[src/rtl/core/relay_coil_pulser_with_switch_log_unit_macros.svh]
// Assertion macros shared by the RTL.
`ifndef RELAY_COIL_PULSER_WITH_SWITCH_LOG_UNIT_MACROS_SVH
`define RELAY_COIL_PULSER_WITH_SWITCH_LOG_UNIT_MACROS_SVH

`ifndef NO_ASSERTIONS
// Antecedent and consequent in the same cycle.
`define RCPSL_ASSERT_SAME(label, clk, rst_n, ante, cons) \
    label: assert property (@(posedge clk) disable iff (!rst_n) (ante) |-> (cons)) \
        else $error("rcpsl assertion failed");
// Consequent in the cycle after the antecedent.
`define RCPSL_ASSERT_NEXT(label, clk, rst_n, ante, cons) \
    label: assert property (@(posedge clk) disable iff (!rst_n) (ante) |=> (cons)) \
        else $error("rcpsl assertion failed");
`else
`define RCPSL_ASSERT_SAME(label, clk, rst_n, ante, cons)
`define RCPSL_ASSERT_NEXT(label, clk, rst_n, ante, cons)
`endif

`endif

[src/rtl/core/rcpsl_pkg.sv]
package rcpsl_pkg;

    localparam int unsigned RCPSL_PAGE_BYTES = 512;

    localparam int unsigned LIMIT_W  = 32;
    localparam int unsigned PULSE_W  = 8;
    localparam int unsigned COUNT_W  = 32;
    localparam int unsigned OFFSET_W = 9;
    localparam int unsigned CFG_W    = 32;

    localparam logic [LIMIT_W-1:0] LIMIT_RST = 32'd100000;
    localparam logic [PULSE_W-1:0] PULSE_RST = 8'd30;

    typedef enum logic {
        CFG_SWITCH_LIMIT = 1'b0,
        CFG_PULSE_TICKS  = 1'b1
    } t_cfg_idx;

    typedef struct packed {
        logic                coil_no_on;
        logic                coil_nc_on;
        logic [COUNT_W-1:0]  switch_count;
        logic                store_valid;
        logic                erase_page;
        logic [OFFSET_W-1:0] store_offset;
        logic                blocked;
    } t_result;

endpackage

[src/rtl/core/rcpsl_in_if.sv]
interface rcpsl_in_if
    import rcpsl_pkg::*;
();
    logic valid;
    logic ready;
    logic cmd;
    logic turn_on;

    modport source (output valid, output cmd, output turn_on, input ready);
    modport sink   (input valid, input cmd, input turn_on, output ready);
endinterface

[src/rtl/core/rcpsl_out_if.sv]
interface rcpsl_out_if
    import rcpsl_pkg::*;
();
    logic                valid;
    logic                ready;
    logic                coil_no_on;
    logic                coil_nc_on;
    logic [COUNT_W-1:0]  switch_count;
    logic                store_valid;
    logic                erase_page;
    logic [OFFSET_W-1:0] store_offset;
    logic                blocked;

    modport source (
        output valid, output coil_no_on, output coil_nc_on, output switch_count,
        output store_valid, output erase_page, output store_offset, output blocked,
        input ready
    );
    modport sink (
        input valid, input coil_no_on, input coil_nc_on, input switch_count,
        input store_valid, input erase_page, input store_offset, input blocked,
        output ready
    );
endinterface

[src/rtl/core/rcpsl_core.sv]
module rcpsl_core
    import rcpsl_pkg::*;
#(
    parameter int unsigned PAGE_BYTES = RCPSL_PAGE_BYTES
) (
    input  logic             i_clk,
    input  logic             i_rst_n,
    input  logic             i_cfg_we,
    input  t_cfg_idx         i_cfg_idx,
    input  logic [CFG_W-1:0] i_cfg_data,
    input  logic             i_accept,
    input  logic             i_cmd,
    input  logic             i_turn_on,
    output t_result          o_result
);

    localparam int unsigned OFF_W = $clog2(PAGE_BYTES);

    logic [LIMIT_W-1:0] r_limit;
    logic [PULSE_W-1:0] r_pulse_ticks;

    logic               r_last_req, n_last_req;
    logic [PULSE_W-1:0] r_pulse, n_pulse;
    logic [COUNT_W-1:0] r_total, n_total;
    logic [OFF_W-1:0]   r_slot, n_slot;
    logic               r_no, n_no;
    logic               r_nc, n_nc;

    logic [OFF_W:0]     w_slot_inc;
    logic [OFF_W-1:0]   w_slot_adv;
    logic [OFF_W+8:0]   w_off_ext;
    logic               w_store;
    logic               w_blocked;

    always_ff @(posedge i_clk) begin
        if (!i_rst_n) begin
            r_limit       <= LIMIT_RST;
            r_pulse_ticks <= PULSE_RST;
        end else if (i_cfg_we) begin
            unique case (i_cfg_idx)
                CFG_SWITCH_LIMIT: r_limit       <= i_cfg_data[LIMIT_W-1:0];
                CFG_PULSE_TICKS:  r_pulse_ticks <= i_cfg_data[PULSE_W-1:0];
                default:          r_limit       <= r_limit;
            endcase
        end
    end

    // Slot ring: advance by one word, wrap at the page end.
    assign w_slot_inc = {1'b0, r_slot} + (OFF_W+1)'(4);
    assign w_slot_adv = (w_slot_inc >= (OFF_W+1)'(PAGE_BYTES)) ? '0 : w_slot_inc[OFF_W-1:0];
    assign w_off_ext  = {9'd0, r_slot};

    always_comb begin
        n_last_req = r_last_req;
        n_pulse    = r_pulse;
        n_total    = r_total;
        n_no       = r_no;
        n_nc       = r_nc;
        w_store    = 1'b0;
        w_blocked  = 1'b0;
        priority if (i_cmd) begin
            n_total = '0;
            w_store = 1'b1;
        end else if ((r_total > r_limit) && !i_turn_on) begin
            w_blocked = 1'b1;
        end else if (r_last_req != i_turn_on) begin
            n_last_req = i_turn_on;
            n_pulse    = '0;
            n_no       = 1'b0;
            n_nc       = 1'b0;
            n_total    = r_total + COUNT_W'(1);
            w_store    = 1'b1;
        end else if (r_pulse <= r_pulse_ticks) begin
            // first tick after a change is the delay tick
            if (r_pulse != '0) begin
                n_no = !i_turn_on;
                n_nc = i_turn_on;
            end
            n_pulse = r_pulse + PULSE_W'(1);
        end else begin
            n_no = 1'b0;
            n_nc = 1'b0;
        end
        n_slot = w_store ? w_slot_adv : r_slot;
    end

    always_ff @(posedge i_clk) begin
        if (!i_rst_n) begin
            r_last_req <= 1'b0;
            r_pulse    <= '0;
            r_total    <= '0;
            r_slot     <= '0;
            r_no       <= 1'b0;
            r_nc       <= 1'b0;
        end else if (i_accept) begin
            r_last_req <= n_last_req;
            r_pulse    <= n_pulse;
            r_total    <= n_total;
            r_slot     <= n_slot;
            r_no       <= n_no;
            r_nc       <= n_nc;
        end
    end

    always_comb begin
        o_result.coil_no_on   = n_no;
        o_result.coil_nc_on   = n_nc;
        o_result.switch_count = n_total;
        o_result.store_valid  = w_store;
        o_result.erase_page   = w_store && (r_slot == '0);
        o_result.store_offset = w_store ? w_off_ext[OFFSET_W-1:0] : '0;
        o_result.blocked      = w_blocked;
    end

endmodule

[src/rtl/core/rcpsl_skid.sv]
module rcpsl_skid
    import rcpsl_pkg::*;
(
    input  logic    i_clk,
    input  logic    i_rst_n,
    input  logic    i_push,
    input  t_result i_data,
    output logic    o_ready,
    input  logic    i_out_ready,
    output logic    o_valid,
    output t_result o_data
);

    logic    r_out_v;
    logic    r_skid_v;
    t_result r_out;
    t_result r_skid;
    logic    w_advance;

    assign o_ready   = !r_skid_v;
    assign o_valid   = r_out_v;
    assign o_data    = r_out;
    assign w_advance = i_out_ready || !r_out_v;

    always_ff @(posedge i_clk) begin
        if (!i_rst_n) begin
            r_out_v  <= 1'b0;
            r_skid_v <= 1'b0;
        end else if (w_advance) begin
            r_out_v  <= r_skid_v || i_push;
            r_skid_v <= 1'b0;
        end else if (i_push) begin
            r_skid_v <= 1'b1;
        end
    end

    // Hold a word in the skid slot while the output is stalled.
    always_ff @(posedge i_clk) begin
        if (w_advance) begin
            r_out <= r_skid_v ? r_skid : i_data;
        end else if (i_push) begin
            r_skid <= i_data;
        end
    end

endmodule

[src/rtl/core/relay_coil_pulser_with_switch_log_unit.sv]
// Accepted results are registered in the output slot, or the skid slot if stalled.
// One word per cycle while input ready is high; each is a registered state update.
// A two-deep output buffer keeps input ready while one result waits downstream.
// Reset (synchronous, active low): state, count and slot offset clear to zero,
// switch_limit returns to 100000 and pulse_ticks to 30; the output buffer empties.
`include "relay_coil_pulser_with_switch_log_unit_macros.svh"

module relay_coil_pulser_with_switch_log_unit
    import rcpsl_pkg::*;
#(
    parameter int unsigned PAGE_BYTES = RCPSL_PAGE_BYTES
) (
    input  logic             i_clk,
    input  logic             i_rst_n,
    rcpsl_in_if.sink         i_in,
    rcpsl_out_if.source      o_out,
    input  logic             i_cfg_we,
    input  logic             i_cfg_idx,
    input  logic [CFG_W-1:0] i_cfg_data
);

    logic    w_ready;
    logic    w_accept;
    t_result w_result;
    t_result w_out;

    assign i_in.ready = w_ready;
    assign w_accept   = i_in.valid && w_ready;

    rcpsl_core #(
        .PAGE_BYTES (PAGE_BYTES)
    ) u_core (
        .i_clk      (i_clk),
        .i_rst_n    (i_rst_n),
        .i_cfg_we   (i_cfg_we),
        .i_cfg_idx  (t_cfg_idx'(i_cfg_idx)),
        .i_cfg_data (i_cfg_data),
        .i_accept   (w_accept),
        .i_cmd      (i_in.cmd),
        .i_turn_on  (i_in.turn_on),
        .o_result   (w_result)
    );

    rcpsl_skid u_skid (
        .i_clk       (i_clk),
        .i_rst_n     (i_rst_n),
        .i_push      (w_accept),
        .i_data      (w_result),
        .o_ready     (w_ready),
        .i_out_ready (o_out.ready),
        .o_valid     (o_out.valid),
        .o_data      (w_out)
    );

    assign o_out.coil_no_on   = w_out.coil_no_on;
    assign o_out.coil_nc_on   = w_out.coil_nc_on;
    assign o_out.switch_count = w_out.switch_count;
    assign o_out.store_valid  = w_out.store_valid;
    assign o_out.erase_page   = w_out.erase_page;
    assign o_out.store_offset = w_out.store_offset;
    assign o_out.blocked      = w_out.blocked;

    `RCPSL_ASSERT_SAME(a_stall_has_word, i_clk, i_rst_n, !i_in.ready, o_out.valid)
    `RCPSL_ASSERT_SAME(a_coils_exclusive, i_clk, i_rst_n, o_out.valid,
        !(o_out.coil_no_on && o_out.coil_nc_on))
    `RCPSL_ASSERT_SAME(a_erase_at_zero, i_clk, i_rst_n, o_out.valid && o_out.erase_page,
        o_out.store_valid && (o_out.store_offset == '0))
    `RCPSL_ASSERT_SAME(a_blocked_no_store, i_clk, i_rst_n, o_out.valid && o_out.blocked,
        !o_out.store_valid)
    `RCPSL_ASSERT_NEXT(a_stall_fills, i_clk, i_rst_n,
        o_out.valid && !o_out.ready && w_accept, !i_in.ready)

endmodule
[src/flat_wrapper.sv]
// flat-port wrapper written by rule: the top's interface ports become plain ports
module relay_coil_pulser_with_switch_log_unit_flat import rcpsl_pkg::*;
#(
    parameter int unsigned PAGE_BYTES = RCPSL_PAGE_BYTES
)
  (i_clk, i_rst_n, i_cfg_we, i_cfg_idx, i_cfg_data, i_in_valid, i_in_cmd, i_in_turn_on, i_in_ready, o_out_valid, o_out_coil_no_on, o_out_coil_nc_on, o_out_switch_count, o_out_store_valid, o_out_erase_page, o_out_store_offset, o_out_blocked, o_out_ready);
  rcpsl_in_if i_in_i ();
  rcpsl_out_if o_out_i ();
  input  logic i_clk;
  input  logic i_rst_n;
  input  logic i_cfg_we;
  input  logic i_cfg_idx;
  input  logic [CFG_W-1:0] i_cfg_data;
  input wire logic [$bits(i_in_i.valid)-1:0] i_in_valid;
  input wire logic [$bits(i_in_i.cmd)-1:0] i_in_cmd;
  input wire logic [$bits(i_in_i.turn_on)-1:0] i_in_turn_on;
  output wire logic [$bits(i_in_i.ready)-1:0] i_in_ready;
  output wire logic [$bits(o_out_i.valid)-1:0] o_out_valid;
  output wire logic [$bits(o_out_i.coil_no_on)-1:0] o_out_coil_no_on;
  output wire logic [$bits(o_out_i.coil_nc_on)-1:0] o_out_coil_nc_on;
  output wire logic [$bits(o_out_i.switch_count)-1:0] o_out_switch_count;
  output wire logic [$bits(o_out_i.store_valid)-1:0] o_out_store_valid;
  output wire logic [$bits(o_out_i.erase_page)-1:0] o_out_erase_page;
  output wire logic [$bits(o_out_i.store_offset)-1:0] o_out_store_offset;
  output wire logic [$bits(o_out_i.blocked)-1:0] o_out_blocked;
  input wire logic [$bits(o_out_i.ready)-1:0] o_out_ready;
  assign i_in_i.valid = i_in_valid;
  assign i_in_i.cmd = i_in_cmd;
  assign i_in_i.turn_on = i_in_turn_on;
  assign i_in_ready = i_in_i.ready;
  assign o_out_valid = o_out_i.valid;
  assign o_out_coil_no_on = o_out_i.coil_no_on;
  assign o_out_coil_nc_on = o_out_i.coil_nc_on;
  assign o_out_switch_count = o_out_i.switch_count;
  assign o_out_store_valid = o_out_i.store_valid;
  assign o_out_erase_page = o_out_i.erase_page;
  assign o_out_store_offset = o_out_i.store_offset;
  assign o_out_blocked = o_out_i.blocked;
  assign o_out_i.ready = o_out_ready;
  relay_coil_pulser_with_switch_log_unit #(.PAGE_BYTES(PAGE_BYTES)) u_core (.i_clk(i_clk), .i_rst_n(i_rst_n), .i_in(i_in_i), .o_out(o_out_i), .i_cfg_we(i_cfg_we), .i_cfg_idx(i_cfg_idx), .i_cfg_data(i_cfg_data));
endmodule
[config.mk]
export PLATFORM = sky130hd
export DESIGN_NAME = relay_coil_pulser_with_switch_log_unit_flat
export DESIGN_NICKNAME = d
export VERILOG_FILES = /design/src/rtl/core/rcpsl_pkg.sv /design/src/rtl/core/rcpsl_in_if.sv /design/src/rtl/core/rcpsl_out_if.sv /design/src/rtl/core/rcpsl_core.sv /design/src/rtl/core/rcpsl_skid.sv /design/src/rtl/core/relay_coil_pulser_with_switch_log_unit.sv /design/src/flat_wrapper.sv
export VERILOG_INCLUDE_DIRS = /design/src /design/src/rtl/core
export SDC_FILE = /design/constraint.sdc
export NUM_CORES = 1
export LEC_CHECK = 0
export ABC_AREA = 1
export BUFFER_PORTS_ARGS = -buffer_cell sky130_fd_sc_hd__buf_2
export CORE_ASPECT_RATIO = 1.5
export CORE_MARGIN = 5
export CORE_UTILIZATION = 45
export DETAILED_ROUTE_END_ITERATION = 8
export MAX_ROUTING_LAYER = met4
export PLACE_DENSITY = 0.73
export SLEW_MARGIN = 30
export SYNTH_ARGS = -nofsm -noshare
export SYNTH_HDL_FRONTEND = slang
export SYNTH_SLANG_ARGS = --single-unit
[constraint.sdc]
create_clock -name i_clk -period 6.6 [get_ports i_clk]
set_input_delay 0.66 -clock i_clk [delete_from_list [all_inputs] [get_ports i_clk]]
set_output_delay 0.66 -clock i_clk [all_outputs]
set_load 0.01 [all_outputs]
## Word-level counts from Yosys, hierarchy flattened

Cells that the tools add are included.

- Register bits after elaboration: 186
- Input bits: 40
- Output and inout port bits: 48
- Word-level logic and storage cells: 77

- Add/subtract/negate cells: 3
- Order comparisons: 3
- Equal/unequal tests: 1
- Muxes and demuxes: 23
- Bitwise gates (word level): 5
- Reduce and logical (&&, ||, !) cells: 18

Operators by type and width:

| operator | number |
|---|---|
| 2-to-1 mux 32 bit | 3 |
| 2-to-1 mux 46 bit | 1 |
| adder 32 x 1 -> 32 bit (second input constant) | 1 |
| > comparator 32 bit | 1 |
| 2-to-1 mux 9 bit | 2 |
| 2-to-1 mux 8 bit | 2 |
| 2-to-1 mux 1 bit | 15 |
| adder 9 x 3 -> 10 bit (second input constant) | 1 |
| greater-or-equal comparator 10 bit (second input constant) | 1 |
| logical NOT 9 bit | 1 |
| adder 8 x 1 -> 8 bit (second input constant) | 1 |
| less-or-equal comparator 8 bit | 1 |
| AND reduction 2 bit | 4 |
| AND reduction 4 bit | 2 |
| nonzero test 8 bit | 1 |
| inverter 1 bit | 5 |
| logical AND 1 bit | 3 |
| logical NOT 1 bit | 3 |
| logical OR 1 bit | 2 |
| nonzero test 2 bit | 1 |
| OR reduction 2 bit | 1 |
| != test 1 bit | 1 |

## Longest topological paths before layout

- Depth after elaboration: 7
- Mapped depth: 21
- Gate-level depth less buffers: 20

## Hierarchy

From an unflattened synthesis, not the netlist that was laid out.

- Cells, all modules: 1234
- Area, all modules: 9933.3 um^2

By module, submodules not included:

| module | times used | cells each | area an instance (um^2) | seq. area each (um^2) |
|---|---|---|---|---|
| rcpsl_core | 1 | 980 | 6486.2 | 1801.7 |
| rcpsl_skid | 1 | 252 | 3439.5 | 2802.7 |
| relay_coil_pulser_with_switch_log_unit | 1 | 2 | 7.5 | 0.0 |

## Worst setup path before layout

OpenSTA, ideal clock, no wires.

- Path type: input -> register
- From: in o_out_ready
- To: reg u_core.u_skid.r_skid[0] in the netlist's numbering, enable pin
- Library setup time: 0.447 ns
- Arrival: 3.430 ns
- Required time: 6.153 ns
- Setup slack: 2.723 ns
- Stages on the path: 3
- Path buffers: 0
- Path through: nor2_1 inv_1 nor2_1

- Longest elaborated chain between the ends: 3

RTL lines:

| element | line | text |
|---|---|---|
| from (decl) | flat_wrapper.sv:26 | `input wire logic [$bits(o_out_i.ready)-1:0] o_out_ready;` |
| logical OR 1 bit | rcpsl_skid.sv:23 | `assign w_advance = i_out_ready \|\| !r_out_v;` |
| named net u_core.u_skid.w_advance | rcpsl_skid.sv:18 | `logic w_advance;` |
| inverter 1 bit (no line) | n/a |  |
| AND reduction 2 bit (no line) | n/a |  |
| to (signal assigned) | rcpsl_skid.sv:42 | `r_skid <= i_data;` |
| to (decl) | rcpsl_skid.sv:17 | `t_result r_skid;` |

The timed path passes the listed nets, and every way through them passes these cells.
A chain may end at the register's enable or synchronous reset.

==> metrics.md <==
| Metric | Value |
|---|---|
| Residual DRC count | 0 |
| Routed len/inst | roughly 14 µm |
| Final period util | between 40% and 50% |
| CP Data Required Time | slightly below 7000 ps |
| Cells after DPL | 1505 |
| Cell row count | 65 |
| IO buf count | 87 |
| # clock sinks | ~180 |
| Leak | 4.76 nW |
| Clock Path Buffers | 2 |
| Most common cell after layout, fill and taps aside | nand2_1 |
| Outcome | finished, final reports clean |
| Via count | between 7000 and 8000 |
| Layout cells sized above 1 | 13.8% |
| Fmax | 323 MHz |
| DIE WIDTH | approximately 130 µm |
| Post-Layout Cell Count | between 1500 and 2000 |
| # diodes | 0 |
| Mapped cell area | 9610 µm² |
| Final Max Tran Viols | 0 |
| Maxcap violations | 0 |
| TritonCTS clock tree | built |
| GRT Util Overall | between 10% and 20% |
| Mean Syn Cell Area | around 8.0 µm² |
| H-tree levels | 4 |
| Clock transition at path regs | ~80 ps |
| Overall Power | 2.79 mW |
| Mapped Cells | roughly 1200 |
| Setup TNS Final | 0 ps |
| Via density per instance | about 5.1 |
| Core Area | around 21000 µm² |
| Worst-Margin Slew | roughly 950 ps |
| Die boundary height | between 150 and 200 µm |
| Setup Skew | approximately 9.9 ps |
| Syn_nets | 1279 |
| Final setup fails | 0 |
| Postcts setup bufs | 0 |
| DP Area | ~10000 µm² |
| CP arrival | ~3400 ps |
| Hold Path Class | primary input to register |
| Post-detailed-route count of antenna-violating nets | 0 |
| CTS Hold Buffers Added | 0 |
| Nets@finish | between 1000 and 1500 |
| Pwr/cell area | between 200 and 300 nW/µm² |
| Sequential area share after synthesis | 47.3% |
| CTS root buffer | clkbuf_16 |
| Yosys warning count | 0 |
| Yosys reg bits | about 180 |
| Largest net degree at the start of global routing | 80 |
| Vias in the first global route | 7535 |
| Clock Latency Late Sink | 440 ps |
| Initial DRC count | approximately 600 |
| Die area | 24400 µm² |
| Crit Path Class | register to register |
| Max FO, Critical Path | 62 |
| Synth-to-layout area growth | 12.6% |
| Post-synth ARST share | 0% |
| Fin. Hold Viols | 0 |
| Post-CTS resize count | 0 |
| Commonest cells after routing, fill and taps aside | nand2_1 (289), inv_1 (145), o21ai_0 (96) |
| Routed wire length | approximately 22000 µm |
| GR Overflow Total | 0 |
| WHS | between 400 and 500 ps |
| Synth Flop Type | dfxtp_1 |
| Final instance area | 10800 µm² |
| Io pins | between 80 and 90 |
| Hpwl dp | 15800 µm |
| Router iterations before antenna repair | 5 |
| Worst slew margin | between 30% and 40% |
| GPL Wtd Cong | just over 0.9 |
| Tmin final | approximately 3100 ps |
| CP Capture Type | register |
| Startpoint Class | register |
| Number of buffers created by CTS | 17 |
| Worst vdd ir | about 0.00015 V |
| Yosys cell types | approximately 40 |
| Initial antenna violation count | 0 |
| Unrepaired setup endpoints after global routing | no |
| First-pass GRT wire length | between 30000 and 40000 µm |
| Number of synthesized flops with an enable pin | 90 |
| Initial Util | roughly 46% |
==> power breakdown <==
group	internal (mW)	leakage, nW	switching [mW]
logic	0.151	2.78	0.289
registers	1.29	1.68	0.0537
clock network	0.513	0.295	0.501
==> through the flow <==
step	utilization (%)	worst slack, ps
2_1_floorplan	-	2720
3_3_place_gp	48.5	3610
3_5_place_dp	48.5	3560
4_1_cts	51.4	3530
5_1_grt	51.4	3150
6_report	51.4	3500
==> worst max-delay path: stages (launching register included) <==
cell and delay (ps):
dfxtp_1 570, ha_1 330, a21oi_1 130, nor2_1 50, nor2_1 80, nand2_1 80, nand2_1 60, nand2_1 40
nand2_1 50, nand2_1 60, nand2_2 50, buf_4 490, nand2_1 100, nand2_1 340, inv_2 160, nor2_1 170
nand2_1 70, nand2_1 70
==> flip-flops by register name, summed over array words and instances (netlist names) <==
register,count
u_core.u_core.r_last_req,1
u_core.u_core.r_limit,32
u_core.u_core.r_nc,1
u_core.u_core.r_no,1
u_core.u_core.r_pulse,8
u_core.u_core.r_pulse_ticks,8
u_core.u_core.r_slot,7
u_core.u_core.r_total,32
u_core.u_skid.o_data,45
u_core.u_skid.o_valid,1
u_core.u_skid.r_skid,45
u_core.u_skid.r_skid_v,1
==> synthesized netlist by cell type, types with 3 or more instances <==
cell        n  area (µm²)
nand2_1   289        1080
inv_1     146         548
o21ai_0    96         480
dfxtp_1    92        1840
edfxtp_1   90        2700
nor2_1     90         338
a21oi_1    89         445
ha_1       45         563
nand3_1    43         215
clkbuf_1   32         120
o21ai_1    28         140
xor2_1     25         219
o211ai_1   21         158
nand4_1    14        87.6
buf_2      13        65.1
nor3_1     12        60.1
nand3_2     9        90.1
nor3_2      8        80.1
a21oi_2     5        43.8
inv_2       5        18.8
nor2_2      5        31.3
buf_4       4        30.0
nand2_2     4        25.0
o21ai_2     4        35.0
a211oi_1    3        22.5
buf_1       3        11.3
clkinv_1    3        11.3
==> cells by family after synthesis <==
logic type      Yosys count  synth area share (%)
fa+ha+maj                45                  5.86
xor+xnor                 26                  2.37
flops                   182                  47.3
other cells               1                0.0390
compound gates          251                  14.2
buf+inv                 207                  8.52
simple gates            482                  21.8
==> final cells by class <==
class / count / area (µm²)
Inverter: 154 / 578
Clock buffer: 17 / 425
Tap cell: 268 / 335
Clock inverter: 15 / 178
Multi-Input combinational cell: 805 / 4260
Fill cell: 2048 / 10200
Sequential cell: 182 / 4550
Timing Repair Buffer: 96 / 503
==> metal layers <==
layer,global-route usage (%),share of wire [%],vias up
met2,31.3,48,186
li1,-,-,4073
met5,-,0,-
met3,3.13,4.2,29
met4,7.19,2.8,0
met1,24.5,45,3555
==> final timing paths <==
kind                              from                        end  slack (ps)  depth (start not counted)
max           u_core.u_core.r_total[5]    u_core.u_skid.o_data[4]        3500                         17
min                     i_cfg_data[15]  u_core.u_core.r_limit[15]         440                          3
max reg2reg   u_core.u_core.r_total[5]    u_core.u_skid.o_data[4]        3500                         17
min reg2reg  u_core.u_core.r_limit[18]  u_core.u_core.r_limit[18]         470                          2
(Power assumes the default switching activity.)
